===== src/rtl/interleaved_channel_block_averager_macros.svh =====
// ----------------------------------------------------------------------------
// Interleaved channel block averager - assertion macros
// Shared concurrent assertion helpers, clocked on the rising edge and
// disabled while reset is active.
// ----------------------------------------------------------------------------
`ifndef INTERLEAVED_CHANNEL_BLOCK_AVERAGER_MACROS_SVH
`define INTERLEAVED_CHANNEL_BLOCK_AVERAGER_MACROS_SVH

// Consequent must hold in the same cycle as the antecedent
`define ICBA_ASSERT_SAME(lbl, clk, rst_n, ante, cons, msg) \
    lbl: assert property (@(posedge clk) disable iff (!rst_n) (ante) |-> (cons)) \
        else $error(msg);

// Consequent must hold in the cycle after the antecedent
`define ICBA_ASSERT_NEXT(lbl, clk, rst_n, ante, cons, msg) \
    lbl: assert property (@(posedge clk) disable iff (!rst_n) (ante) |=> (cons)) \
        else $error(msg);

`endif


===== src/rtl/icba_pkg.sv =====
// ----------------------------------------------------------------------------
// icba_pkg
// Types, constants and helpers shared by the block averager modules.
// ----------------------------------------------------------------------------
package icba_pkg;

    localparam int unsigned MAX_CHANNELS = 8;
    localparam int unsigned MAX_FRAMES   = 256;
    localparam int unsigned SAMPLE_W     = 12;
    localparam int unsigned INDEX_W      = 3;
    localparam int unsigned CHANS_W      = 4;
    localparam int unsigned FRAMES_W     = 9;
    localparam int unsigned FRAME_POS_W  = 8;
    localparam int unsigned SUM_W        = 20;
    localparam int unsigned DIV_CNT_W    = 5;
    localparam int unsigned QUEUE_DEPTH  = 2;

    localparam logic [SAMPLE_W-1:0] READING_MAX = '1;
    localparam logic [SUM_W-1:0]    SUM_MAX     = '1;

    // Register indexes on the configuration port
    localparam logic REG_CHANNEL_COUNT    = 1'b0;
    localparam logic REG_FRAMES_PER_BLOCK = 1'b1;

    typedef enum logic
    {
        FUNC_PUSH = 1'b0,
        FUNC_READ = 1'b1
    } func_t;

    // One classified transaction travelling from front to back
    typedef struct packed
    {
        func_t                func;
        logic [SAMPLE_W-1:0]  sample;
        logic [INDEX_W-1:0]   index;
    } item_t;

    typedef struct packed
    {
        logic                 start;
        logic [SUM_W-1:0]     dividend;
        logic [FRAMES_W-1:0]  divisor;
    } div_req_t;

    typedef struct packed
    {
        logic                 done;
        logic [SUM_W-1:0]     quotient;
    } div_rsp_t;

    // Channel count in use: zero counts as one, large values saturate
    function automatic logic [CHANS_W-1:0] eff_chans(input logic [CHANS_W-1:0] cc);
        logic [CHANS_W-1:0] r;
        if (cc == '0)
            r = CHANS_W'(1);
        else if (cc > CHANS_W'(MAX_CHANNELS))
            r = CHANS_W'(MAX_CHANNELS);
        else
            r = cc;
        return r;
    endfunction

    // Frames per block in use: zero counts as one, large values saturate
    function automatic logic [FRAMES_W-1:0] eff_frames(input logic [FRAMES_W-1:0] fpb);
        logic [FRAMES_W-1:0] r;
        if (fpb == '0)
            r = FRAMES_W'(1);
        else if (fpb > FRAMES_W'(MAX_FRAMES))
            r = FRAMES_W'(MAX_FRAMES);
        else
            r = fpb;
        return r;
    endfunction

endpackage


===== src/rtl/icba_front.sv =====
// ----------------------------------------------------------------------------
// icba_front
// Input stage: takes transactions, clamps the read index and holds the
// classified item until the queue takes it.
// ----------------------------------------------------------------------------
module icba_front
(
    input  logic                          clk,
    input  logic                          rst_n,
    input  logic                          in_valid,
    output logic                          in_ready,
    input  logic                          func,
    input  logic [icba_pkg::SAMPLE_W-1:0] sample,
    input  logic [icba_pkg::INDEX_W-1:0]  channel_index,
    input  logic [icba_pkg::CHANS_W-1:0]  chans,
    output logic                          push_valid,
    input  logic                          push_ready,
    output icba_pkg::item_t               push_item
);
    import icba_pkg::*;

    logic               valid_reg;
    item_t              item_reg;
    item_t              item_next;
    logic [CHANS_W-1:0] last_chan;

    // Clamp read index to the last active channel
    always_comb
    begin
        last_chan        = chans - CHANS_W'(1);
        item_next.func   = func_t'(func);
        item_next.sample = sample;
        if ({1'b0, channel_index} > last_chan)
            item_next.index = last_chan[INDEX_W-1:0];
        else
            item_next.index = channel_index;
    end

    assign in_ready   = !valid_reg || push_ready;
    assign push_valid = valid_reg;
    assign push_item  = item_reg;

    // Holding register
    always_ff @(posedge clk or negedge rst_n)
    begin
        if (!rst_n)
        begin
            valid_reg <= 1'b0;
        end
        else if (in_ready)
        begin
            valid_reg <= in_valid;
        end
    end

    always_ff @(posedge clk)
    begin
        if (in_valid && in_ready)
        begin
            item_reg <= item_next;
        end
    end

endmodule


===== src/rtl/icba_queue.sv =====
// ----------------------------------------------------------------------------
// icba_queue
// Two-entry queue between the front and back stages.
// ----------------------------------------------------------------------------
`include "interleaved_channel_block_averager_macros.svh"

module icba_queue
(
    input  logic            clk,
    input  logic            rst_n,
    input  logic            push_valid,
    output logic            push_ready,
    input  icba_pkg::item_t push_item,
    output logic            pop_valid,
    input  logic            pop,
    output icba_pkg::item_t pop_item
);
    import icba_pkg::*;

    localparam int unsigned PTR_W = $clog2(QUEUE_DEPTH);
    localparam int unsigned CNT_W = $clog2(QUEUE_DEPTH + 1);

    item_t              entry_reg [QUEUE_DEPTH];
    logic [PTR_W-1:0]   wr_ptr_reg;
    logic [PTR_W-1:0]   rd_ptr_reg;
    logic [CNT_W-1:0]   count_reg;
    logic               do_push;
    logic               do_pop;

    assign push_ready = (count_reg != CNT_W'(QUEUE_DEPTH));
    assign pop_valid  = (count_reg != '0);
    assign pop_item   = entry_reg[rd_ptr_reg];
    assign do_push    = push_valid && push_ready;
    assign do_pop     = pop && pop_valid;

    // Pointers and fill count
    always_ff @(posedge clk or negedge rst_n)
    begin
        if (!rst_n)
        begin
            wr_ptr_reg <= '0;
            rd_ptr_reg <= '0;
            count_reg  <= '0;
        end
        else
        begin
            if (do_push)
                wr_ptr_reg <= (wr_ptr_reg == PTR_W'(QUEUE_DEPTH - 1)) ? '0 : wr_ptr_reg + 1'b1;
            if (do_pop)
                rd_ptr_reg <= (rd_ptr_reg == PTR_W'(QUEUE_DEPTH - 1)) ? '0 : rd_ptr_reg + 1'b1;
            if (do_push && !do_pop)
                count_reg <= count_reg + 1'b1;
            else if (do_pop && !do_push)
                count_reg <= count_reg - 1'b1;
        end
    end

    // Entry storage
    always_ff @(posedge clk)
    begin
        if (do_push)
        begin
            entry_reg[wr_ptr_reg] <= push_item;
        end
    end

    `ICBA_ASSERT_SAME(a_queue_bound, clk, rst_n, 1'b1, count_reg <= CNT_W'(QUEUE_DEPTH), "queue over depth")

endmodule


===== src/rtl/icba_div.sv =====
// ----------------------------------------------------------------------------
// icba_div
// Restoring divider, one quotient bit per cycle, for the block means.
// ----------------------------------------------------------------------------
module icba_div
(
    input  logic               clk,
    input  logic               rst_n,
    input  icba_pkg::div_req_t req,
    output icba_pkg::div_rsp_t rsp
);
    import icba_pkg::*;

    logic                 busy_reg;
    logic                 done_reg;
    logic [DIV_CNT_W-1:0] cnt_reg;
    logic [SUM_W-1:0]     dvd_reg;
    logic [FRAMES_W-1:0]  dvs_reg;
    logic [FRAMES_W-1:0]  rem_reg;
    logic [FRAMES_W:0]    rem_sh;
    logic [FRAMES_W:0]    rem_sub;
    logic                 ge;

    // One shift-subtract step
    always_comb
    begin
        rem_sh  = {rem_reg, dvd_reg[SUM_W-1]};
        ge      = (rem_sh >= {1'b0, dvs_reg});
        rem_sub = rem_sh - {1'b0, dvs_reg};
    end

    always_ff @(posedge clk or negedge rst_n)
    begin
        if (!rst_n)
        begin
            busy_reg <= 1'b0;
            done_reg <= 1'b0;
            cnt_reg  <= '0;
        end
        else
        begin
            // done pulses for one cycle after the last step
            done_reg <= !req.start && busy_reg && (cnt_reg == '0);
            if (req.start)
            begin
                busy_reg <= 1'b1;
                cnt_reg  <= DIV_CNT_W'(SUM_W - 1);
            end
            else if (busy_reg)
            begin
                cnt_reg <= cnt_reg - 1'b1;
                if (cnt_reg == '0)
                begin
                    busy_reg <= 1'b0;
                end
            end
        end
    end

    // Datapath; quotient bits shift in behind the dividend
    always_ff @(posedge clk)
    begin
        if (req.start)
        begin
            dvd_reg <= req.dividend;
            dvs_reg <= req.divisor;
            rem_reg <= '0;
        end
        else if (busy_reg)
        begin
            dvd_reg <= {dvd_reg[SUM_W-2:0], ge};
            rem_reg <= ge ? rem_sub[FRAMES_W-1:0] : rem_sh[FRAMES_W-1:0];
        end
    end

    assign rsp.done     = done_reg;
    assign rsp.quotient = dvd_reg;

endmodule


===== src/rtl/icba_back.sv =====
// ----------------------------------------------------------------------------
// icba_back
// Execution stage: accumulates samples, tracks slot and frame, walks the
// channels through the divider at block end and serves reads.
// ----------------------------------------------------------------------------
`include "interleaved_channel_block_averager_macros.svh"

module icba_back
(
    input  logic                          clk,
    input  logic                          rst_n,
    input  logic                          q_valid,
    input  icba_pkg::item_t               q_item,
    output logic                          q_pop,
    input  logic [icba_pkg::CHANS_W-1:0]  chans,
    input  logic [icba_pkg::FRAMES_W-1:0] frames,
    output icba_pkg::div_req_t            div_req,
    input  icba_pkg::div_rsp_t            div_rsp,
    output logic                          out_valid,
    input  logic                          out_ready,
    output logic [icba_pkg::SAMPLE_W-1:0] reading,
    output logic                          block_done
);
    import icba_pkg::*;

    typedef enum logic [1:0]
    {
        ST_IDLE,
        ST_DIV_START,
        ST_DIV_WAIT
    } state_t;

    state_t                   state_reg;
    logic [SUM_W-1:0]         sums_reg  [MAX_CHANNELS];
    logic [SAMPLE_W-1:0]      means_reg [MAX_CHANNELS];
    logic [INDEX_W-1:0]       slot_reg;
    logic [INDEX_W-1:0]       slot_next;
    logic [FRAME_POS_W-1:0]   frame_reg;
    logic [FRAME_POS_W-1:0]   frame_next;
    logic [INDEX_W-1:0]       chan_reg;
    logic                     out_valid_reg;
    logic [SAMPLE_W-1:0]      reading_reg;
    logic                     block_done_reg;

    logic                     out_free;
    logic                     out_set;
    logic [INDEX_W-1:0]       sum_addr;
    logic [SUM_W-1:0]         sum_rd;
    logic [SUM_W:0]           sum_wide;
    logic [SUM_W-1:0]         sum_sat;
    logic [INDEX_W-1:0]       slot_inc;
    logic                     slot_wrap;
    logic [FRAMES_W-1:0]      frame_inc;
    logic                     block_end;
    logic                     last_chan;
    logic [SAMPLE_W-1:0]      mean_sat;

    // Accumulate, advance slot and frame
    always_comb
    begin
        out_free  = !out_valid_reg || out_ready;
        q_pop     = (state_reg == ST_IDLE) && q_valid && out_free;
        sum_addr  = (state_reg == ST_IDLE) ? slot_reg : chan_reg;
        sum_rd    = sums_reg[sum_addr];
        sum_wide  = {1'b0, sum_rd} + (SUM_W + 1)'(q_item.sample);
        sum_sat   = sum_wide[SUM_W] ? SUM_MAX : sum_wide[SUM_W-1:0];
        slot_inc  = slot_reg + 1'b1;
        slot_wrap = ({1'b0, slot_inc} >= chans) || (slot_inc == '0);
        frame_inc = {1'b0, frame_reg} + 1'b1;
        block_end = slot_wrap && (frame_inc >= frames);
        slot_next = slot_wrap ? '0 : slot_inc;
        if (!slot_wrap)
            frame_next = frame_reg;
        else if (block_end)
            frame_next = '0;
        else
            frame_next = frame_inc[FRAME_POS_W-1:0];
    end

    // Divider hookup and mean saturation
    always_comb
    begin
        div_req.start    = (state_reg == ST_DIV_START);
        div_req.dividend = sum_rd;
        div_req.divisor  = frames;
        last_chan        = ({1'b0, chan_reg} == (chans - CHANS_W'(1)));
        if (div_rsp.quotient > SUM_W'(READING_MAX))
            mean_sat = READING_MAX;
        else
            mean_sat = div_rsp.quotient[SAMPLE_W-1:0];
    end

    // Result register loads on a read, an ordinary push or the end of the walk
    assign out_set = (q_pop && ((q_item.func == FUNC_READ) || !block_end))
                     || ((state_reg == ST_DIV_WAIT) && div_rsp.done && last_chan);

    // Sequencer, state and result register
    always_ff @(posedge clk or negedge rst_n)
    begin
        if (!rst_n)
        begin
            state_reg      <= ST_IDLE;
            slot_reg       <= '0;
            frame_reg      <= '0;
            chan_reg       <= '0;
            out_valid_reg  <= 1'b0;
            reading_reg    <= '0;
            block_done_reg <= 1'b0;
            for (int i = 0; i < MAX_CHANNELS; i++)
            begin
                sums_reg[i]  <= '0;
                means_reg[i] <= '0;
            end
        end
        else
        begin
            if (out_set)
                out_valid_reg <= 1'b1;
            else if (out_valid_reg && out_ready)
                out_valid_reg <= 1'b0;

            case (state_reg)
                ST_IDLE:
                begin
                    if (q_pop)
                    begin
                        if (q_item.func == FUNC_READ)
                        begin
                            reading_reg    <= means_reg[q_item.index];
                            block_done_reg <= 1'b0;
                        end
                        else
                        begin
                            sums_reg[slot_reg] <= sum_sat;
                            slot_reg           <= slot_next;
                            frame_reg          <= frame_next;
                            if (block_end)
                            begin
                                chan_reg  <= '0;
                                state_reg <= ST_DIV_START;
                            end
                            else
                            begin
                                reading_reg    <= '0;
                                block_done_reg <= 1'b0;
                            end
                        end
                    end
                end
                ST_DIV_START:
                begin
                    state_reg <= ST_DIV_WAIT;
                end
                ST_DIV_WAIT:
                begin
                    if (div_rsp.done)
                    begin
                        means_reg[chan_reg] <= mean_sat;
                        if (last_chan)
                        begin
                            for (int i = 0; i < MAX_CHANNELS; i++)
                            begin
                                sums_reg[i] <= '0;
                            end
                            reading_reg    <= '0;
                            block_done_reg <= 1'b1;
                            state_reg      <= ST_IDLE;
                        end
                        else
                        begin
                            chan_reg  <= chan_reg + 1'b1;
                            state_reg <= ST_DIV_START;
                        end
                    end
                end
                default:
                begin
                    state_reg <= ST_IDLE;
                end
            endcase
        end
    end

    assign out_valid  = out_valid_reg;
    assign reading    = reading_reg;
    assign block_done = block_done_reg;

    `ICBA_ASSERT_SAME(a_walk_out_empty, clk, rst_n, state_reg != ST_IDLE, !out_valid_reg, "result pending during mean walk")
    `ICBA_ASSERT_SAME(a_done_no_reading, clk, rst_n, out_valid_reg && block_done_reg, reading_reg == '0, "block_done with nonzero reading")
    `ICBA_ASSERT_NEXT(a_div_kick, clk, rst_n, div_req.start, state_reg == ST_DIV_WAIT, "divider start without wait")

endmodule


===== src/rtl/interleaved_channel_block_averager.sv =====
// ----------------------------------------------------------------------------
// interleaved_channel_block_averager
// Per-channel block mean of a round-robin interleaved ADC sample stream.
// ----------------------------------------------------------------------------
// Usage:
//   in channel  : func/sample/channel_index under in_valid/in_ready. func 0
//                 pushes a sample to the current slot, func 1 reads a
//                 channel's stored mean (index clamped to the last channel).
//   out channel : one reading/block_done result per input transaction,
//                 under out_valid/out_ready, in input order.
//   cfg channel : cfg_index/cfg_data under cfg_valid/cfg_ready (always
//                 ready); index 0 channel_count, index 1 frames_per_block.
//   Path        : front, queue and result registers; one transaction per
//                 cycle sustained while out_ready holds and no walk runs.
//   Block end   : the push that closes a block walks the active channels
//                 through a bit-serial divider one channel after another;
//                 its result is set at the end of the walk.
//   Reset       : readings, sums, slot and frame cleared; registers back to
//                 4 channels and 256 frames. No clearing pass.
//   Stalls      : a two-entry queue and an output register decouple the
//                 sides; with out_ready low, input fills then in_ready drops.
// ----------------------------------------------------------------------------
module interleaved_channel_block_averager
(
    input  logic                           clk,
    input  logic                           rst_n,
    input  logic                           in_valid,
    output logic                           in_ready,
    input  logic                           func,
    input  logic [icba_pkg::SAMPLE_W-1:0]  sample,
    input  logic [icba_pkg::INDEX_W-1:0]   channel_index,
    output logic                           out_valid,
    input  logic                           out_ready,
    output logic [icba_pkg::SAMPLE_W-1:0]  reading,
    output logic                           block_done,
    input  logic                           cfg_valid,
    output logic                           cfg_ready,
    input  logic                           cfg_index,
    input  logic [icba_pkg::FRAMES_W-1:0]  cfg_data
);
    import icba_pkg::*;

    logic [CHANS_W-1:0]  channel_count_reg;
    logic [FRAMES_W-1:0] frames_per_block_reg;
    logic [CHANS_W-1:0]  chans;
    logic [FRAMES_W-1:0] frames;
    logic                push_valid;
    logic                push_ready;
    item_t               push_item;
    logic                pop_valid;
    logic                pop;
    item_t               pop_item;
    div_req_t            div_req;
    div_rsp_t            div_rsp;

    // Configuration registers
    assign cfg_ready = 1'b1;

    always_ff @(posedge clk or negedge rst_n)
    begin
        if (!rst_n)
        begin
            channel_count_reg    <= CHANS_W'(4);
            frames_per_block_reg <= FRAMES_W'(MAX_FRAMES);
        end
        else if (cfg_valid && cfg_ready)
        begin
            case (cfg_index)
                REG_CHANNEL_COUNT:    channel_count_reg    <= cfg_data[CHANS_W-1:0];
                REG_FRAMES_PER_BLOCK: frames_per_block_reg <= cfg_data;
                default:              ;
            endcase
        end
    end

    assign chans  = eff_chans(channel_count_reg);
    assign frames = eff_frames(frames_per_block_reg);

    icba_front u_front
    (
        .clk           (clk),
        .rst_n         (rst_n),
        .in_valid      (in_valid),
        .in_ready      (in_ready),
        .func          (func),
        .sample        (sample),
        .channel_index (channel_index),
        .chans         (chans),
        .push_valid    (push_valid),
        .push_ready    (push_ready),
        .push_item     (push_item)
    );

    icba_queue u_queue
    (
        .clk        (clk),
        .rst_n      (rst_n),
        .push_valid (push_valid),
        .push_ready (push_ready),
        .push_item  (push_item),
        .pop_valid  (pop_valid),
        .pop        (pop),
        .pop_item   (pop_item)
    );

    icba_div u_div
    (
        .clk   (clk),
        .rst_n (rst_n),
        .req   (div_req),
        .rsp   (div_rsp)
    );

    icba_back u_back
    (
        .clk        (clk),
        .rst_n      (rst_n),
        .q_valid    (pop_valid),
        .q_item     (pop_item),
        .q_pop      (pop),
        .chans      (chans),
        .frames     (frames),
        .div_req    (div_req),
        .div_rsp    (div_rsp),
        .out_valid  (out_valid),
        .out_ready  (out_ready),
        .reading    (reading),
        .block_done (block_done)
    );

endmodule


===== config.mk =====
export PLATFORM = sky130hd
export DESIGN_NAME = interleaved_channel_block_averager
export DESIGN_NICKNAME = d
export VERILOG_FILES = /design/src/rtl/icba_pkg.sv /design/src/rtl/icba_front.sv /design/src/rtl/icba_queue.sv /design/src/rtl/icba_div.sv /design/src/rtl/icba_back.sv /design/src/rtl/interleaved_channel_block_averager.sv
export VERILOG_INCLUDE_DIRS = /design/src /design/src/rtl
export SDC_FILE = /design/constraint.sdc
export NUM_CORES = 1
export LEC_CHECK = 0
export ABC_CLOCK_PERIOD_IN_PS = 11650
export BUFFER_PORTS_ARGS = -buffer_cell sky130_fd_sc_hd__buf_2
export CAP_MARGIN = 20
export CORE_MARGIN = 10
export CORE_UTILIZATION = 65
export DETAILED_ROUTE_END_ITERATION = 10
export PLACE_DENSITY = 0.94
export SYNTH_ARGS = -nofsm -noshare
export SYNTH_HDL_FRONTEND = slang
export SYNTH_HIERARCHICAL = 1
export SYNTH_SLANG_ARGS = --single-unit

===== constraint.sdc =====
create_clock -name clk -period 11.65 [get_ports clk]
set_input_delay 2.33 -clock clk [delete_from_list [all_inputs] [get_ports clk]]
set_output_delay 2.33 -clock clk [all_outputs]
set_load 0.03 [all_outputs]

# == Word-level counts from Yosys, hierarchy flattened ==
# Memories as Yosys holds them, arrays and structs flattened.
# Cells that the tools add are included.
# word_totals
in_bits,31
elab_cells,193
register_bits,365
ramBits,32
out_inout_bits,16
n_memories,1
# op_classes
bitwise,6
n_addsub,11
n_lt_le_gt_ge,13
mux,67
n_reduce_logical,46
eq_ne,11
# memory_table
memory,words,word_bits,read_ports,rd_ports_with_merged_regs,wr,line_no,rtl
u_queue.entry_reg,2,16,1,0,1,icba_queue.sv:23,item_t entry_reg [QUEUE_DEPTH];
# op_table
operator,n
$mux W160,4
$pmux W160 S2,1
$bwmux W160,1
$mux W20,6
$mux W12,9
$bwmux W96,1
$bmux W20 S3,1
$demux W20 S3,1
$bmux W12 S3,1
$demux W12 S3,1
$mux W9,3
$mux W3,8
$pmux W12 S2,1
$add A20 B12 Y21,1
$gt A20 B12 Y1 const B,1
$ge A4 B4 Y1 const B,4
$logic_and A1 B1 Y1,16
$not A3 Y4,4
$mux W1,15
$mux W2,6
$ge A10 B9 Y1,1
$mux W5,2
$reduce_and A5 Y1,2
$reduce_bool A2 Y1,5
37 further kinds,59

# == Depth between registers and ports, before layout ==
# Gate-level depths: netlist of run 1.
# logic_depth
word_depth,12
mapped_depth,21
mapped_depth_nobuf,16

# == By module ==
# Netlist of run 1, hierarchy kept.
# modules_own_cells
module,area_each_um2,instances,cells_per_inst,seq_area_each_um2
icba_back,13873.3,1,1189,7156.9
icba_div,2422.3,1,194,1226.2
icba_queue,1402.6,1,68,1061.0
icba_front,676.9,1,40,505.5
interleaved_channel_block_averager,636.9,1,48,327.8

# == Worst setup path after synthesis of run 1 ==
# OpenSTA, ideal clock, no wires.
# synth_path
path_kind,register to register
from,register u_back.state_reg[1]
to,register u_back/sums_reg[52] (netlist name)
period_less_slack_ps,5423
path_stages_with_launch,20
slack_ps,6227
arrival_time_ps,5357
cell_sequence,dfrtp_1 -> nor2_4 -> mux2i_1 -> buf_4 -> buf_4 -> buf_1 -> mux4_2 -> mux2_2 -> ha_1 -> nor2b_1 -> o21a_1 -> o21ai_1 -> a31o_2 -> o31ai_1 -> nand4_2 -> or4_1 -> buf_4 -> buf_8 -> nand2_4 -> a22o_1
# synth_rtl
element,line_no,rtl
start: declaration,icba_back.sv:33,state_t state_reg;
start signal: assignment,icba_back.sv:102,state_reg <= ST_IDLE;
start signal: assignment,icba_back.sv:140,state_reg <= ST_DIV_START;
start signal: assignment,icba_back.sv:152,state_reg <= ST_DIV_WAIT;
end signal: indexed assignment,icba_back.sv:134,sums_reg[slot_reg] <= sum_sat;
end: declaration,icba_back.sv:34,logic [SUM_W-1:0] sums_reg [MAX_CHANNELS];

==> flow_metrics.env, run 1 <==
export IMPL_io_pins=47
export IMPL_setup_tns_ns=0
export IMPL_insertedDiodeCount=0
export IMPL_ys_async_sr_fraction_pct=78.3
export IMPL_htree_levels=2
export IMPL_grt_max_degree=86
export IMPL_grt_ovfl_total=0
export IMPL_hp_class="flop to flop"
export IMPL_die_area_mm2=0.0365
export IMPL_post_cts_setup_buffers=0
export IMPL_cts_buffers_inserted=40
export IMPL_n_fill_cell=1554
export IMPL_via_count=14200
export IMPL_antenna_found_initial=0
export IMPL_synth_warnings=6
export IMPL_fin_area_mm2=0.0208
export IMPL_period_needed_ns=6.50
export IMPL_ff_latch_area_mm2=0.0103
export IMPL_hold_path_cell_count=0
export IMPL_place_inst=1895
export IMPL_dieHeight_um=191
export IMPL_period_share_pct=55.8
export IMPL_start_kind="flop"
export IMPL_clk_pin_slew_ns=0.07
export IMPL_netlist_instances=1539
export IMPL_drt_iter0_markers=2248
export IMPL_synthToLayoutAreaGrowth_pct=9.19
export IMPL_core_area_mm2=0.0288
export IMPL_peakVddDrop_mv=0.230
export IMPL_cts_sinks=397
export IMPL_crit_arrival_ns=6.96
export IMPL_first_pass_iters=7
export IMPL_clk_latency_ns=0.55
export IMPL_p_per_area_mw_per_mm2=278
export IMPL_multi_input_area_mm2=0.00811
export IMPL_max_clock_freq_ghz=0.154
export IMPL_ys_ff_latch=397
export IMPL_floorplan_rows=62
export IMPL_outcome="finished, final reports clean"
export IMPL_crit_fanout=47
export IMPL_total_power_mw=5.77
export IMPL_clockBufferDepth=3
export IMPL_start_util_pct=66.1
export IMPL_routed_wl_mm=52.6
export IMPL_slew_headroom_pct=18.2
export IMPL_die_w_um=191
export IMPL_p_leak_nw=9.46
export IMPL_tightest_slew_ns=1.22
export IMPL_wl_per_cell_um=26.7
export IMPL_netlist_area_leader_share_pct=40.7
export IMPL_drv_cap=0
export IMPL_yosys_top_cells_area="dfrtp_1 41%, edfxtp_1 12%, a22o_1 6.6%"
export IMPL_path_class="flop to flop"
export IMPL_drive_gt1_share_pct=19.1
export IMPL_track_usage_pct=27.9
export IMPL_gp_congestion=0.915
export IMPL_syn_avg_cell_area_um2=12.4
export IMPL_grt_pass1_vias=14800
export IMPL_worstRegToRegCells=18
export IMPL_crit_start="u_back/state_reg[1]"
export IMPL_portBuffers=45
export IMPL_synth_distinct_cells=86
export IMPL_synth_area_leader_cell="dfrtp_1"
export IMPL_setup_violations=0
export IMPL_hold_viol=0
export IMPL_timing_critical_path_to_type="flop"
export IMPL_nNetsFinal=1634
export IMPL_ys_seq_area_share_pct=54.1
export IMPL_cp_required_ns=12.11
export IMPL_drc=0
export IMPL_hpwl_mm=28.7
export IMPL_cts_tree="done"
export IMPL_final_cells=1972
export IMPL_synth_nets=1617
export IMPL_r2r_start="u_back/state_reg[1]"
export IMPL_maxSlewViolCount=0
export IMPL_synth_edff_count=77
export IMPL_cts_resized_gates=0
export IMPL_rsz0062_at_grt="no"
export IMPL_cts_hold_buf=0
export IMPL_netlist_area_mm2=0.0190
export IMPL_ys_flop_type="dfrtp_1"
export IMPL_grt_pass1_wl_mm=81.0
export IMPL_ant_nets=0
export IMPL_hold_start="u_front/push_item[2]"
export IMPL_placed_cell_area_mm2=0.0195
export IMPL_vias_per_cell=7.23
export IMPL_cts_root_buf="clkbuf_16"
export IMPL_fin_skew_ns=0.0320
export IMPL_largest_register_ffs=160
## through the flow
stage                     util, %  hold WS [ns]  setup slack (ns)
final                        72.1         0.436              5.15
after global placement       67.6         0.425              5.88
after CTS                    71.9         0.438              5.36
after detailed placement     67.6         0.431              5.69
after floorplan                 -         0.421              6.23
after global routing         72.1         0.448              4.95
## cell type report
class | count | area share [%]
clock buffers | 51 | 5.02
clock inverters | 23 | 0.940
inverters | 44 | 0.796
multi-input cells | 1000 | 39.0
flip-flops and latches | 397 | 49.5
well taps | 384 | 2.31
repair buffers | 73 | 2.37
## placed cells by master, fill, tap and decap left out, types with 7 or more instances in the layout
master / instances
ha_1: 45
a21oi_1: 90
a22o_1: 144
buf_2: 44
clkinv_2: 7
nand3_1: 15
xor2_1: 16
clkbuf_16: 40
mux2_2: 60
xnor2_1: 19
mux4_2: 50
nor2b_1: 11
a221o_1: 8
dfrtp_1: 309
and2b_2: 7
a21o_1: 12
nand2_4: 10
clkbuf_1: 11
mux2_4: 9
o21ai_0: 51
nand2_1: 97
o2bb2ai_1: 20
nor2_1: 135
dfxtp_1: 9
nor3_1: 10
edfxtp_1: 77
inv_1: 44
nand2b_1: 18
mux2i_1: 67
a211oi_1: 7
buf_4: 25
## power by group
part | total (mW) | internal (mW) | switching [mW]
logic | 2.56 | 0.968 | 1.60
clock network | 1.23 | 0.667 | 0.563
registers | 1.98 | 1.72 | 0.256
total | 5.77 | 3.36 | 2.41
## synthesized netlist by cell type, drive strengths merged, types with 7 or more instances
cell / n
a21o: 13
a21oi: 91
o2bb2ai: 20
mux2: 69
mux4: 50
dfxtp: 9
xnor2: 19
nor2: 136
nand2: 108
a22o: 144
a211oi: 9
buf: 35
o21ai: 58
mux2i: 70
ha: 45
a221o: 8
inv: 44
dfrtp: 309
edfxtp: 77
nor2b: 12
nand2b: 18
and2b: 7
clkbuf: 63
nor3: 16
nand3: 15
xor2: 16
## kinds of logic after synthesis
kind of cell               after synthesis  share of synthesized area, %
muxes                                  189                          14.0
buffers and inverters                  142                          3.66
xor gates and xnor gates                35                          1.61
DFF                                    397                          54.1
and+or+nand+nor                        352                          9.05
adders and majority gates               47                          3.17
other                                    1                        0.0197
AOI/OAI and AO/OA                      376                          14.5
## worst max-delay path, cell delays in order, from the launching register on
cell and delay, ns:
dfrtp_1 0.49, nor2_4 0.32, mux2i_4 0.27, buf_4 0.73
mux4_2 0.40, mux2_2 0.17, ha_1 0.21, inv_1 0.08
fa_1 0.39, nor2b_1 0.28, o21a_1 0.21, o21ai_1 0.13
a31o_2 0.30, o31ai_1 0.60, nand4_2 0.29, or4_1 0.64
buf_4 0.30, nand2b_1 0.31, a22o_1 0.22
## final timing paths
path                                           end  slack, ns
hold reg to reg            u_queue/entry_reg[0][2]       0.44
hold / removal             u_queue/entry_reg[0][2]       0.44
max in group asynchronous     u_back/means_reg[28]       7.85
setup reg to reg               u_back/sums_reg[40]       5.15
setup / recovery               u_back/sums_reg[40]       5.15
min in group asynchronous     u_back/sums_reg[107]       1.76
## layer usage
layer	track usage [%]	part of all wire (%)	vias up
met1	33.0	33	6882
met3	8.31	12	393
li1	-	-	5682
met2	44.2	47	1292
met4	17.5	7.3	0
met5	0	0	-
Note: power is estimated with default switching activity, not from simulation.
==> run 2: changes to the inputs <==
--- a/config.mk
+++ b/config.mk
@@ -6,13 +6,13 @@
 export SDC_FILE = /design/constraint.sdc
 export NUM_CORES = 1
 export LEC_CHECK = 0
-export ABC_CLOCK_PERIOD_IN_PS = 11650
+export ABC_CLOCK_PERIOD_IN_PS = 6590
 export BUFFER_PORTS_ARGS = -buffer_cell sky130_fd_sc_hd__buf_2
 export CAP_MARGIN = 20
 export CORE_MARGIN = 10
-export CORE_UTILIZATION = 65
+export CORE_UTILIZATION = 63
 export DETAILED_ROUTE_END_ITERATION = 10
-export PLACE_DENSITY = 0.94
+export PLACE_DENSITY = 0.92
 export SYNTH_ARGS = -nofsm -noshare
 export SYNTH_HDL_FRONTEND = slang
 export SYNTH_HIERARCHICAL = 1
==> constraint.sdc (replaced) <==
create_clock -name clk -period 6.59 [get_ports clk]
set_input_delay 1.318 -clock clk [delete_from_list [all_inputs] [get_ports clk]]
set_output_delay 1.318 -clock clk [all_outputs]
set_load 0.03 [all_outputs]
==> flow_metrics.env, run 2 (synthesis results as in run 1) <==
export IMPL_synthToLayoutAreaGrowth_pct=9.94
export IMPL_drt_iter0_markers=2130
export IMPL_post_cts_setup_buffers=0
export IMPL_cp_required_ns=7.05
export IMPL_hpwl_mm=28.4
export IMPL_io_pins=47
export IMPL_track_usage_pct=26.0
export IMPL_period_needed_ns=6.11
export IMPL_max_clock_freq_ghz=0.164
export IMPL_peakVddDrop_mv=0.308
export IMPL_rsz0062_at_grt="no"
export IMPL_p_leak_nw=9.54
export IMPL_hold_viol=0
export IMPL_clk_latency_ns=0.54
export IMPL_setup_tns_ns=0
export IMPL_n_fill_cell=1733
export IMPL_period_share_pct=92.7
export IMPL_via_count=14000
export IMPL_cts_sinks=397
export IMPL_cp_slowest_cell="o31ai_1"
export IMPL_gp_congestion=0.902
export IMPL_portBuffers=45
export IMPL_cts_root_buf="clkbuf_16"
export IMPL_fin_area_mm2=0.0209
export IMPL_setup_violations=0
export IMPL_reg2reg_slack_ns=0.48
export IMPL_path_buf_inv=3
export IMPL_crit_start="u_back/state_reg[1]"
export IMPL_drive_gt1_share_pct=19.0
export IMPL_wl_per_cell_um=25.6
export IMPL_r2r_start="u_back/state_reg[1]"
export IMPL_tightest_slew_ns=1.16
export IMPL_grt_pass1_vias=14600
export IMPL_cts_hold_buf=0
export IMPL_htree_levels=2
export IMPL_drc=0
export IMPL_grt_max_degree=135
export IMPL_mostFrequentLayoutCell="dfrtp_1"
export IMPL_start_kind="flop"
export IMPL_crit_arrival_ns=6.57
export IMPL_cts_resized_gates=0
export IMPL_fin_skew_ns=0.0208
export IMPL_floorplan_rows=63
export IMPL_die_area_mm2=0.0375
export IMPL_cts_tree="done"
export IMPL_post_route_util_pct=70.3
export IMPL_path_class="flop to flop"
export IMPL_hold_start="u_front/push_item[6]"
export IMPL_place_ws_ns=0.946
export IMPL_mostFrequentLayoutCells="309 x dfrtp_1, 144 x a22o_1, 135 x nor2_1"
export IMPL_crit_fanout=16
export IMPL_placed_cell_area_mm2=0.0195
export IMPL_core_area_mm2=0.0297
export IMPL_antenna_found_initial=0
export IMPL_insertedDiodeCount=0
export IMPL_outcome="finished, final reports clean"
export IMPL_dieHeight_um=194
export IMPL_grt_pass1_wl_mm=80.1
export IMPL_drv_cap=0
export IMPL_hp_class="flop to flop"
export IMPL_setup_slack_ns=0.484
export IMPL_routed_wl_mm=50.6
export IMPL_nNetsFinal=1633
export IMPL_slew_headroom_pct=22.3
export IMPL_p_per_area_mw_per_mm2=494
export IMPL_die_w_um=194
export IMPL_vias_per_cell=7.07
export IMPL_timing_critical_path_to_type="flop"
export IMPL_maxSlewViolCount=0
export IMPL_crit_path_cell_trace="nor2_4 -> mux2i_4 -> buf_4 -> mux4_2 -> mux2_2 -> ha_1 -> inv_1 -> fa_1 -> nor2b_1 -> o21a_1 -> o21ai_1 -> a31o_2 -> o31ai_1 -> nand4_2 -> or4_1 -> buf_4 -> nand2b_1 -> a22o_1"
export IMPL_first_pass_iters=8
export IMPL_cts_buffers_inserted=40
export IMPL_grt_ovfl_total=0
export IMPL_largest_register_ffs=160
export IMPL_clockBufferDepth=3
export IMPL_clk_pin_slew_ns=0.07
export IMPL_critPathMaxStageDelay_ns=0.64
export IMPL_start_util_pct=64.0
export IMPL_crit_family="simple AND/OR/NAND/NOR gates"
export IMPL_worst_path_most_repeated_cell="buf_4"
export IMPL_ant_nets=0
-- run 2: changes by cell type in the layout (fill, tap and decap cells not counted), moves of 2 or more --
cell / change
clkbuf_8: +8
clkinvlp_4: -5
clkinv_2: -4
bufinv_16: +3
clkbuf_16: +3
clkinv_8: -3
buf_4: -2
clkinv_1: -2
-- run 2: cell type report --
cell class	instances	area, µm²	share of cell area (%)
Clock buffer	62	1210	5.77
Sequential cell	397	10300	49.2
Tap cell	390	488	2.33
Timing Repair Buffer	72	492	2.35
Clock inverter	11	163	0.778
Multi-Input combinational cell	1000	8110	38.8
Inverter	44	165	0.790
-- run 2: per-layer routing --
layer,vias up,wire [µm],GRT usage [%]
li1,5677,-,-
met1,6860,17600,30.6
met2,1132,24300,42.8
met3,292,5780,6.86
met4,0,2910,13.8
met5,-,0,0
-- run 2: where the power goes --
part	leakage, nW	internal, mW	switching (mW)
registers	5.01	3.05	0.424
logic	3.86	1.72	2.75
clock network	0.669	1.42	0.956
total	9.54	6.19	4.13
-- run 2: worst reg2reg max path: stages, from the launching register on --
cell      delay [ns]
dfrtp_1         0.50
nor2_4          0.31
mux2i_4         0.55
buf_4           0.35
mux4_2          0.28
mux2_2          0.19
ha_1            0.23
inv_1           0.09
fa_1            0.39
nor2b_1         0.21
o21a_1          0.17
o21ai_1         0.10
a31o_2          0.29
o31ai_1         0.64
nand4_2         0.26
or4_1           0.61
buf_4           0.30
nand2b_1        0.33
a22o_1          0.22
-- run 2: path summary, 6_finish.rpt --
| kind | depth (start not counted) | to |
|---|---|---|
| max | 18 | u_back/sums_reg[20] |
| min | 0 | u_queue/entry_reg[0][6] |
| max reg2reg | 18 | u_back/sums_reg[20] |
| min reg2reg | 0 | u_queue/entry_reg[0][6] |
| max in group asynchronous | 2 | u_back/means_reg[17] |
| min in group asynchronous | 1 | u_back/sums_reg[84] |
-- run 2: through the flow --
step                cells  hold WS, ns  total power, mW
floorplan            1539        0.421             6.58
global placement     1900        0.423             7.37
detailed placement   1901        0.434             7.59
CTS                  1974        0.448             10.1
global route         1976        0.453             10.7
finish               1976        0.443             10.3
